--- src/sv/sdpfp_pkg.sv ---
// ----------------------------------------------------------------------------
// sdpfp_pkg
// constants, types and helpers for the signed decimal pair frame parser
// ----------------------------------------------------------------------------
package sdpfp_pkg;

   localparam int unsigned BUFFER_BYTES = 17;
   localparam int unsigned IDX_W        = $clog2(BUFFER_BYTES);
   localparam int unsigned POS_W        = $clog2(BUFFER_BYTES + 1);

   localparam int unsigned BYTE_W   = 8;
   localparam int unsigned VALUE_W  = 23;
   localparam int unsigned RSP_W    = ((2 * VALUE_W + 7) / 8) * 8;
   localparam int unsigned DIGITS   = 5;
   localparam int unsigned BOOT_LEN = 15;

   localparam int unsigned LEFT_SIGN_AT  = 1;
   localparam int unsigned RIGHT_SIGN_AT = 8;

   localparam logic [BYTE_W-1:0] CH_START = 8'h24;
   localparam logic [BYTE_W-1:0] CH_NL    = 8'h0A;
   localparam logic [BYTE_W-1:0] CH_MINUS = 8'h2D;

   // sum of digit weights times the ascii zero offset
   localparam logic [23:0] ZERO_BIAS = 24'd533328;

   typedef logic [BYTE_W-1:0] byte_type;

   typedef struct packed {
      logic                          minus;
      logic [DIGITS-1:0][BYTE_W-1:0] digits;
   } field_type;

   function automatic byte_type boot_byte(input int unsigned i);
      byte_type b;
      b = '0;
      unique case (i)
         0:  b = 8'h24;
         1:  b = 8'h2B;
         2:  b = 8'h31;
         3:  b = 8'h32;
         4:  b = 8'h33;
         5:  b = 8'h34;
         6:  b = 8'h35;
         7:  b = 8'h2C;
         8:  b = 8'h2B;
         9:  b = 8'h31;
         10: b = 8'h32;
         11: b = 8'h33;
         12: b = 8'h34;
         13: b = 8'h35;
         14: b = 8'h0A;
         default: b = '0;
      endcase
      return b;
   endfunction

   function automatic logic [VALUE_W-1:0] field_value(input field_type f);
      logic [23:0] acc;
      logic [23:0] val;
      acc = 24'(f.digits[0]) * 24'd10000
          + 24'(f.digits[1]) * 24'd1000
          + 24'(f.digits[2]) * 24'd100
          + 24'(f.digits[3]) * 24'd10
          + 24'(f.digits[4]);
      val = acc - ZERO_BIAS;
      if (f.minus) begin
         val = -val;
      end
      return val[VALUE_W-1:0];
   endfunction

endpackage

--- src/sv/signed_decimal_pair_frame_parser.sv ---
// ----------------------------------------------------------------------------
// signed_decimal_pair_frame_parser
// byte stream frame parser giving two signed five-digit values per frame
// ----------------------------------------------------------------------------
// req channel: one received byte per item in req_tdata.
// rsp channel: one item per newline byte that ends a frame starting with '$',
//   carrying the left and right signed values.
// the frame buffer is held in flip-flops; a '$' byte restarts the write
// position and a full buffer wraps it to entry 0.
// path: a result item appears on rsp after its newline byte is accepted and
//   has passed the snapshot register, then the result register.
// throughput: one byte per cycle while req_tready is high; the buffer write and
//   the two constant-weight digit sums each fit in one register stage.
// reset: buffer holds the boot frame text, write position 0, both stages
//   empty, req_tready high.
// stall: while rsp_tready is low the result register holds; bytes that end
//   no frame keep being accepted, and req_tready drops only when a pending
//   frame snapshot cannot move into the result register.
// ----------------------------------------------------------------------------
module signed_decimal_pair_frame_parser (
   input  logic                           clock,
   input  logic                           reset,
   input  logic                           req_tvalid,
   output logic                           req_tready,
   input  logic [sdpfp_pkg::BYTE_W-1:0]   req_tdata,   // rx_byte
   output logic                           rsp_tvalid,
   input  logic                           rsp_tready,
   output logic [sdpfp_pkg::RSP_W-1:0]    rsp_tdata    // left_target, right_target
);
   import sdpfp_pkg::*;

   byte_type                  buf_ff [BUFFER_BYTES];
   byte_type                  buf_in [BUFFER_BYTES];
   logic [POS_W-1:0]          pos_ff;
   logic [POS_W-1:0]          pos_in;
   logic [POS_W-1:0]          wpos;

   logic                      snap_valid_ff;
   logic                      snap_valid_in;
   field_type                 left_ff;
   field_type                 right_ff;
   field_type                 left_in;
   field_type                 right_in;

   logic                      out_valid_ff;
   logic                      out_valid_in;
   logic [VALUE_W-1:0]        left_val_ff;
   logic [VALUE_W-1:0]        right_val_ff;

   logic                      accept;
   logic                      out_free;
   logic                      snap_free;
   logic                      frame_done;

   assign out_free   = !out_valid_ff || rsp_tready;
   assign snap_free  = !snap_valid_ff || out_free;
   assign req_tready = snap_free;
   assign accept     = req_tvalid && req_tready;

   // buffer write
   always_comb begin
      wpos = (req_tdata == CH_START) ? '0 : pos_ff;
      if (wpos >= POS_W'(BUFFER_BYTES)) begin
         wpos = '0;
      end
      pos_in = wpos + POS_W'(1);
      for (int i = 0; i < BUFFER_BYTES; i++) begin
         buf_in[i] = (wpos[IDX_W-1:0] == IDX_W'(i)) ? req_tdata : buf_ff[i];
      end
   end

   assign frame_done = (req_tdata == CH_NL) && (buf_in[0] == CH_START);

   always_comb begin
      left_in.minus  = buf_in[LEFT_SIGN_AT] == CH_MINUS;
      right_in.minus = buf_in[RIGHT_SIGN_AT] == CH_MINUS;
      for (int k = 0; k < DIGITS; k++) begin
         left_in.digits[k]  = buf_in[LEFT_SIGN_AT + 1 + k];
         right_in.digits[k] = buf_in[RIGHT_SIGN_AT + 1 + k];
      end
   end

   always_comb begin
      snap_valid_in = snap_valid_ff && !out_free;
      if (accept && frame_done) begin
         snap_valid_in = 1'b1;
      end
      out_valid_in = out_valid_ff && !rsp_tready;
      if (snap_valid_ff && out_free) begin
         out_valid_in = 1'b1;
      end
   end

   always_ff @(posedge clock) begin
      if (reset) begin
         pos_ff        <= '0;
         snap_valid_ff <= 1'b0;
         out_valid_ff  <= 1'b0;
         for (int i = 0; i < BUFFER_BYTES; i++) begin
            buf_ff[i] <= boot_byte(i);
         end
      end else begin
         snap_valid_ff <= snap_valid_in;
         out_valid_ff  <= out_valid_in;
         if (accept) begin
            pos_ff <= pos_in;
            for (int i = 0; i < BUFFER_BYTES; i++) begin
               buf_ff[i] <= buf_in[i];
            end
         end
      end
   end

   always_ff @(posedge clock) begin
      if (accept && frame_done) begin
         left_ff  <= left_in;
         right_ff <= right_in;
      end
      if (snap_valid_ff && out_free) begin
         left_val_ff  <= field_value(left_ff);
         right_val_ff <= field_value(right_ff);
      end
   end

   assign rsp_tvalid = out_valid_ff;
   assign rsp_tdata  = {(RSP_W - 2 * VALUE_W)'(0), right_val_ff, left_val_ff};

endmodule
--- config.mk ---
export PLATFORM = sky130hd
export DESIGN_NAME = signed_decimal_pair_frame_parser
export DESIGN_NICKNAME = d
export VERILOG_FILES = /design/src/sv/sdpfp_pkg.sv /design/src/sv/signed_decimal_pair_frame_parser.sv
export SDC_FILE = /design/constraint.sdc
export NUM_CORES = 1
export LEC_CHECK = 0
export ABC_CLOCK_PERIOD_IN_PS = 7400
export BUFFER_PORTS_ARGS = -buffer_cell sky130_fd_sc_hd__buf_4
export CAP_MARGIN = 15
export CORE_MARGIN = 2
export CORE_UTILIZATION = 26
export CTS_CLUSTER_DIAMETER = 80
export CTS_CLUSTER_SIZE = 8
export DETAILED_ROUTE_END_ITERATION = 6
export PLACE_DENSITY = 0.42
export SYNTH_ARGS = -nofsm -noshare
export SYNTH_HDL_FRONTEND = slang
export SYNTH_SLANG_ARGS = --single-unit
export TNS_END_PERCENT = 20
--- constraint.sdc ---
create_clock -name clock -period 7.4 [get_ports clock]
set_input_delay 0 -clock clock [delete_from_list [all_inputs] [get_ports clock]]
set_output_delay 0 -clock clock [all_outputs]
set_load 0.05 [all_outputs]
==> flow_summary.json <==
{
  "start_kind": "register",
  "fmax_mhz": 138,
  "ys_ff_latch": 239,
  "yosys_warnings": 0,
  "wl_per_cell_um": 15.2,
  "syn-instance-count": 1908,
  "async_flop_share_pct": 0,
  "status": "completed",
  "synth_largest_area_cell": "edfxtp_1",
  "antenna_left": 0,
  "cts_buffer_depth": 3,
  "ys_top_cells_by_count": "ha_1, inv_1, edfxtp_1",
  "finalNonFillerCells": 3185,
  "slowest_stage": "or4b_4",
  "r2r_start": "left_ff[10]",
  "worst_path_most_repeated_cell": "fa_1",
  "viasPerCell": 4.34,
  "rows": 104,
  "clock_latency_ps": 540,
  "maxSlewViolCount": 0,
  "min_path_type": "in -> reg",
  "setup_viol": 0,
  "min_from": "req_tdata[5]",
  "cts_tree": "done",
  "place_congestion": 0.792,
  "grt_usage_pct": 11.8,
  "final_layout_size_suffix_gt1_share_pct": 21.3,
  "grt_pass1_wl_um": 77100,
  "grt_pass1_vias": 14197,
  "whs_path_depth": 3,
  "yosys.area.top_type_share_pct": 33.1,
  "drt_pass1_iterations": 4,
  "slew-limit-headroom_pct": 26.4,
  "p_leak_uw": 0.0111,
  "numCtsBuffers": 37,
  "htree_levels": 2,
  "antenna_found_initial": 3,
  "power_uw": 3270,
  "crit_path_end_kind": "register",
  "maxCapViolCount": 0,
  "hold_violations": 0,
  "synth-edff-count": 232,
  "syn_area_per_cell_um2": 11.0,
  "dp.cells": 3103,
  "dpl.hpwl_um": 37000,
  "synthToLayoutAreaGrowth_pct": 22.0,
  "rrSetupSlack_ps": 160,
  "dieArea_mm2": 0.0833,
  "worstPathArrival_ps": 7520,
  "cts_sinks": 239,
  "power_density_mw_per_mm2": 127,
  "ys.flop_type": "edfxtp_1",
  "core_region_area_mm2": 0.0804,
  "chipWidth_um": 289,
  "timing.setup.tns_ps": 0,
  "worstReg2RegEnd": "left_val_ff[21]",
  "ir_drop_v": 0.000106,
  "cpPeakStageDelay_ps": 560,
  "cp.required_ps": 7680,
  "crit_fanout": 4,
  "finClkSkew_ps": 16.0,
  "synth_area_mm2": 0.0211,
  "first_iter_violations": 515,
  "start_util_pct": 26.2,
  "path_clk_slew_ps": 50,
  "yosysMostFrequentCell": "ha_1",
  "synthTopCellsByArea": "edfxtp_1, ha_1, fa_1, inv_1, mux2_2",
  "drt_wl_total_um": 48400,
  "nets": 2591,
  "final.min_clock_period_ps": 7240,
  "grt_overflow": 0,
  "utilization_pct": 32.0,
  "hold_ws_ps": 28.5,
  "critPathKind": "reg -> reg",
  "clockRootBuffer": "clkbuf_16",
  "drc_errors": 0,
  "min_to": "buf_ff[0][69]",
  "via_count": 13821,
  "r2r_cells": 25,
  "port_buffers": 59,
  "die_y_um": 289,
  "worst_slew_pin_slew_ps": 1100,
  "pin_count": 62,
  "grt_setup_unrepaired": "true",
  "ys_seq_area_share_pct": 33.7,
  "grt_start_max_net_pins": 55,
  "ys_types": 69,
  "timing.final.crit_share_pct": 97.8
}
[flip-flops by register name, summed over array words and instances, names as in the netlist]
| name | count |
|---|---|
| right_val_ff | 23 |
| left_val_ff | 23 |
| rsp_tvalid | 1 |
| snap_valid_ff | 1 |
| buf_ff | 104 |
| pos_ff | 5 |
| right_ff | 41 |
| left_ff | 41 |
[worst max-delay path by stage]
stage          depth (start not counted)          endpoint  slack [ps]         from
2_1_floorplan                         27  right_val_ff[22]         150  right_ff[8]
3_3_place_gp                          29  right_val_ff[22]        -390  right_ff[9]
3_5_place_dp                          30  right_val_ff[22]        -530  right_ff[9]
4_1_cts                               30  right_val_ff[22]          -2  right_ff[9]
5_1_grt                               31   left_val_ff[20]        -100  left_ff[10]
6_report                              25   left_val_ff[21]         160  left_ff[10]
[worst max-delay path: cells and delay by family, from the launching register on]
kind / cells / cell delay [ps]
DFF: 1 / 450
buffers and inverters: 6 / 690
adders and majority gates: 9 / 3500
and+or+nand+nor: 1 / 560
xor gates and xnor gates: 4 / 570
AOI/OAI and AO/OA: 5 / 1220
[metal layers]
layer	wire, um	global-route usage [%]	vias up
li1	-	-	6952
met1	24300	16.7	6690
met2	21900	18.8	139
met3	1550	2.01	40
met4	650	2.33	0
met5	0	0	-
[logic make-up after synthesis]
family / count (synthesis) / share of synthesized area, %
xor gates and xnor gates: 132 / 5.49
buffers and inverters: 362 / 6.50
and+or+nand+nor: 333 / 8.46
other: 1 / 0.0178
AOI/OAI and AO/OA: 279 / 8.43
adders and majority gates: 473 / 32.7
DFF: 239 / 33.7
muxes: 89 / 4.70
[cell usage in the layout, fill, tap and decap left out, types with 9 or more instances in the layout]
master and instances:
a21o_1 30, a21oi_1 67, a21oi_2 12, and2_1 52
buf_4 180, clkbuf_1 12, clkbuf_16 39, dlygate4sd3_1 10
edfxtp_1 232, fa_1 126, ha_1 317, ha_4 27
inv_1 313, mux2_2 80, mux2i_1 9, nand2_1 92
nand2b_1 39, nand3_1 26, nor2_1 34, nor3_1 14
o21ai_0 37, o21ai_1 12, o21ai_2 13, o21bai_1 25
o31ai_1 10, or3_1 11, xnor2_1 93, xor2_1 28
[what timing repair did]
action / 4_1_cts / 5_1_grt
hold endpoints to repair: 18 / 0
gates resized for setup: 26 / 139
hold buffers: 10 / 0
pin swaps: 18 / 98
setup buffers: 3 / 12
setup endpoints to repair: 11 / 16
[final cells by class]
type / count / area (um2)
clock buffer: 51 / 1020
tap: 1060 / 1330
clock inverter: 5 / 57.6
multi-input combinational: 1308 / 13400
timing repair buffer: 198 / 1540
fill: 8268 / 54700
antenna: 2 / 5.00
inverter: 322 / 1210
sequential: 239 / 7110
[metrics by stage]
step / worst slack (ps) / cell area, um2
after floorplan: 153 / 21100
after global placement: -390 / 23600
after detailed placement: -528 / 23600
after CTS: -1.56 / 24900
after global routing: -96.0 / 25700
final: 159 / 25700
[power breakdown]
part / switching (uW) / leakage, uW / internal [uW]
combinational: 105 / 0.00842 / 67.4
clock: 599 / 0.000525 / 985
sequential: 8.15 / 0.00219 / 1510
total: 713 / 0.0111 / 2560
(Power assumes the default switching activity.)
